## src/hw/rtl/tat_pkg.sv

```systemverilog
`default_nettype none
package tat_pkg;

    localparam int CORDIC_N = 24;
    localparam int SQRT_N   = 32;
    // a/b delay line taps: one per stage from input register through divide stage
    localparam int AB_DEPTH = 1 + CORDIC_N + 3 + SQRT_N + CORDIC_N + 1;

    localparam logic signed [31:0] CORDIC_K = 32'sd652032874;
    localparam logic signed [31:0] UDEG_PER_MDEG = 32'sd1000;

    localparam logic [25:0] ATAN_UDEG [CORDIC_N] = '{
        26'd45000000, 26'd26565051, 26'd14036243, 26'd7125016, 26'd3576334, 26'd1789911,
        26'd895174,   26'd447614,   26'd223811,   26'd111906,  26'd55953,   26'd27976,
        26'd13988,    26'd6994,     26'd3497,     26'd1749,    26'd874,     26'd437,
        26'd219,      26'd109,      26'd55,       26'd27,      26'd14,      26'd7
    };

    // floor(v / 1000) = (v * DIV_M) >> DIV_SHIFT for v < 2^27
    localparam logic [27:0] DIV_M      = 28'd137438954;
    localparam int          DIV_SHIFT  = 37;
    localparam logic [26:0] ROUND_HALF = 27'd500;
    localparam logic [16:0] TILT_MAX   = 17'd90000;

    localparam int   APB_AW       = 3;
    localparam int   REG_IDX_BIT  = 2;
    localparam logic REG_OFFSET_A = 1'b0;
    localparam logic REG_OFFSET_B = 1'b1;
    localparam logic signed [15:0] OFFSET_A_RST = 16'sd1300;
    localparam logic signed [15:0] OFFSET_B_RST = 16'sd700;

    typedef struct packed {
        logic signed [15:0] offset_a;
        logic signed [15:0] offset_b;
    } t_cfg;

endpackage
`default_nettype wire

```

## src/hw/rtl/tat_regs.sv

```systemverilog
`default_nettype none
module tat_regs (
    input  logic                       i_clk,
    input  logic                       i_rst_n,
    input  logic                       psel,
    input  logic                       penable,
    input  logic                       pwrite,
    input  logic [tat_pkg::APB_AW-1:0] paddr,
    input  logic [31:0]                pwdata,
    output logic [31:0]                prdata,
    output logic                       pready,
    output tat_pkg::t_cfg              o_cfg
);
    import tat_pkg::*;

    t_cfg r_cfg;
    logic sel;

    assign sel    = paddr[REG_IDX_BIT];
    assign pready = 1'b1;
    assign o_cfg  = r_cfg;

    always_ff @(posedge i_clk) begin
        if (!i_rst_n) begin
            r_cfg.offset_a <= OFFSET_A_RST;
            r_cfg.offset_b <= OFFSET_B_RST;
        end else if (psel && penable && pwrite) begin
            unique case (sel)
                REG_OFFSET_A: r_cfg.offset_a <= pwdata[15:0];
                REG_OFFSET_B: r_cfg.offset_b <= pwdata[15:0];
                default: ;
            endcase
        end
    end

    always_comb begin
        unique case (sel)
            REG_OFFSET_A: prdata = 32'(r_cfg.offset_a);
            REG_OFFSET_B: prdata = 32'(r_cfg.offset_b);
            default:      prdata = '0;
        endcase
    end
endmodule
`default_nettype wire

```

## config.mk

```make
export PLATFORM = sky130hd
export DESIGN_NAME = tat_regs
export DESIGN_NICKNAME = d
export VERILOG_FILES = /design/src/hw/rtl/tat_pkg.sv /design/src/hw/rtl/tat_regs.sv
export SDC_FILE = /design/constraint.sdc
export NUM_CORES = 1
export LEC_CHECK = 0
export BUFFER_PORTS_ARGS = -buffer_cell sky130_fd_sc_hd__buf_2
export CAP_MARGIN = 20
export CORE_UTILIZATION = 45
export DETAILED_ROUTE_END_ITERATION = 12
export GPL_TIMING_DRIVEN = 0
export HOLD_SLACK_MARGIN = 0.08
export PLACE_DENSITY_LB_ADDON = 0.2
export SLEW_MARGIN = 20
export SYNTH_ARGS = -nofsm -noshare
export SYNTH_HDL_FRONTEND = slang
export SYNTH_SLANG_ARGS = --single-unit
```

## constraint.sdc

```tcl
create_clock -name i_clk -period 1.7 [get_ports i_clk]
set_input_delay 0.17 -clock i_clk [delete_from_list [all_inputs] [get_ports i_clk]]
set_output_delay 0.17 -clock i_clk [all_outputs]
set_load 0.005 [all_outputs]
```

==> results.ini <==
[clock_network]
cts_tree = yes
cts-root-buf = clkbuf_4
cts_sinks = 32
clock_latency_ns = 0.34
clkSlewWorstSetupHoldPaths_ns = 0.10
cts_buffer_depth = 2
cts_made_buffers = 5
cts_htree_levels = 2

[routing]
viasPerCell = 4.53
vias = 1404
wirelength_um = 3870
drt_first_pass_iters = 4
avgRoutedWirePerCell_um = 12.5
drc = 0
drt_iter0_markers = 25
ant_nets = 0

[worst_setup_path]
max_stage_delay_ns = 0.39
critPathTopFamily = multiplexers
cp-start-kind = register
crit_type = reg2out
r2r_setup_slack_ns = 1.03
path_max_fanout = 17
crit_required_ns = 1.53
end_kind = primary output
worst_path_max_delay_cell = mux2_2
path_buf_inv = 2
cp_cell_sequence = mux2_2 -> buf_4 -> buf_2
arrival_ns = 1.35

[pwr]
p_clk_share_pct = 32.1
vdd_ir_drop_max_mv = 0.411
seq_power_share_pct = 53.2
p_comb_share_pct = 14.7
power_density_nw_per_um2 = 657
p_int_w = 0.00108
switching_share_pct = 26.0
p_sw_w = 0.000380
p_leak_nw = 1.11

[logic_synthesis]
yosysUniqueCellTypes = 14
yosys.area.top_type = dfxtp_1
syn_area_per_cell_um2 = 9.74
ys_ff_latch = 32
synth_top_area_share_pct = 39.6
yosysSeqAreaShare_pct = 39.6
ys_top_cells_by_area = dfxtp_1 (40%), mux2i_1 (20%), mux2_2 (11%), nand2_1 (8.4%), buf_4 (7.9%)
yosysWarnings = 0
syn-cell-area_um2 = 1620
syn_nets = 206
synth_cells = 166

[global_route]
grt_pass1_vias = 1154
grt_max_degree = 18
gr-usage-all-layers_pct = 20.5
antenna_found_initial = 0
grt-ovfl-total = 0
grt_pass1_wl_um = 5430

[hold_path]
worstHoldPathType = in2reg

[placement]
io_buffers = 83
globalplace.congestion = 0.704
hpwl_um = 2660

[die]
die_y_um = 61.9
num_rows = 21
ios = 105
die_w_um = 61.9
coreArea_um2 = 3390
die_area_um2 = 3840
initial_core_util_pct = 47.7

[timing]
slew_violations = 0
clock.fmax_mhz = 658
setup-violations-final = 0
fin_crit_sh_pct = 89.3
slew_headroom_pct = 62.7
grt_setup_unrepaired = false
tns_ns = 0
worst_slew_pin_slew_ns = 0.560
skew_ns = 0
hold_violations = 0
fin_crit_ns = 1.52

[final_layout]
syn_to_final_growth_pct = 37.4
largest_reg_flops = 32
final_nets = 303
drive_above_1_share_pct = 49.2
final_util_pct = 65.5
fillers = 300
antennaDiodeCount = 0

[flow_run]
drv_cap = 0

[status]
status = finished, final reports clean

[synthesized netlist by cell type, drive strengths merged]
| master | number |
|---|---|
| and4b | 1 |
| clkbuf | 5 |
| mux2 | 16 |
| conb | 1 |
| buf | 23 |
| dfxtp | 32 |
| nand4 | 1 |
| mux2i | 32 |
| nor2b | 18 |
| and4 | 1 |
| nand2 | 36 |
[logic make-up (layout without fill, tap and decap cells)]
kind of cell | Yosys count | after routing | synth area share, %
and+or+nand+nor | 57 | 57 | 16.9
muxes | 48 | 48 | 31.0
DFF | 32 | 32 | 39.6
buffers and inverters | 28 | 126 | 12.3
other | 1 | 1 | 0.232
[final timing paths]
check                               from                      to  cells past startpoint
hold / removal                pwdata[10]  o_cfg[10]$_SDFFE_PN0P_                      3
setup reg to reg   o_cfg[6]$_SDFFE_PN0P_   o_cfg[6]$_SDFFE_PN0P_                      2
hold reg to reg   o_cfg[16]$_SDFFE_PN0P_  o_cfg[16]$_SDFFE_PN0P_                      2
setup / recovery  o_cfg[15]$_SDFFE_PN0P_              prdata[17]                      3
[cell type report]
class	count	area (um2)	share of cell area, %
multi-input combinational	106	777	35.0
sequential	32	641	28.8
timing repair buffer	90	485	21.9
buffer	28	199	8.96
tap	46	57.6	2.59
clock buffer	6	51.3	2.31
clock inverter	2	10.0	0.451
[timing repair]
| item | CTS | global route |
|---|---|---|
| hold buffers | 7 | 0 |
| resized for setup | 0 | 0 |
| setup buffers | 0 | 0 |
| endpoints found under the hold margin | 8 | 0 |
[routing by layer]
metal  global-route usage, %  wire, um
met1                    24.0      1770
met2                    34.7      1850
met3                    4.97       179
met4                    10.5        65
met5                       0         0
[worst register-to-register path: stages, from the launching register on]
cell and delay (ns):
dfxtp_1 0.36, nand2_1 0.06, mux2i_1 0.17
[power by group through the flow]
stage	Sequential, W	Clock [W]	Combinational [W]
floorplan	0.000795	0	0.000115
global placement	0.000794	0	0.000201
detailed placement	0.000794	0	0.000202
CTS	0.000777	0.000475	0.000215
global route	0.000780	0.000514	0.000237
finish	0.000777	0.000468	0.000215
[cell usage in the layout (no fill, tap or decap)]
master	instances
dlygate4sd3_1	7
clkbuf_1	5
and4_1	1
buf_6	2
mux2_2	16
clkbuf_4	5
mux2i_1	32
conb_1	1
dfxtp_1	32
clkbuf_8	1
clkinv_2	2
buf_4	17
nand4_1	1
buf_8	1
and4b_1	1
buf_2	86
nor2b_1	18
nand2_1	36
[through the flow]
| stage | cell area (um2) | power, W | hold slack, ns | setup WS (ns) | cells |
|---|---|---|---|---|---|
| 5_1_grt | 2220 | 0.00153 | 0.0916 | 0.0975 | 310 |
| 6_report | 2220 | 0.00146 | 0.0881 | 0.181 | 310 |
| 3_5_place_dp | 2090 | 0.000996 | 0.437 | 0.422 | 295 |
| 3_3_place_gp | 2090 | 0.000995 | 0.433 | 0.423 | 295 |
| 4_1_cts | 2220 | 0.00147 | 0.0804 | 0.170 | 310 |
| 2_1_floorplan | 1620 | 0.000910 | 0.312 | 0.647 | 166 |
(Power assumes the default switching activity.)
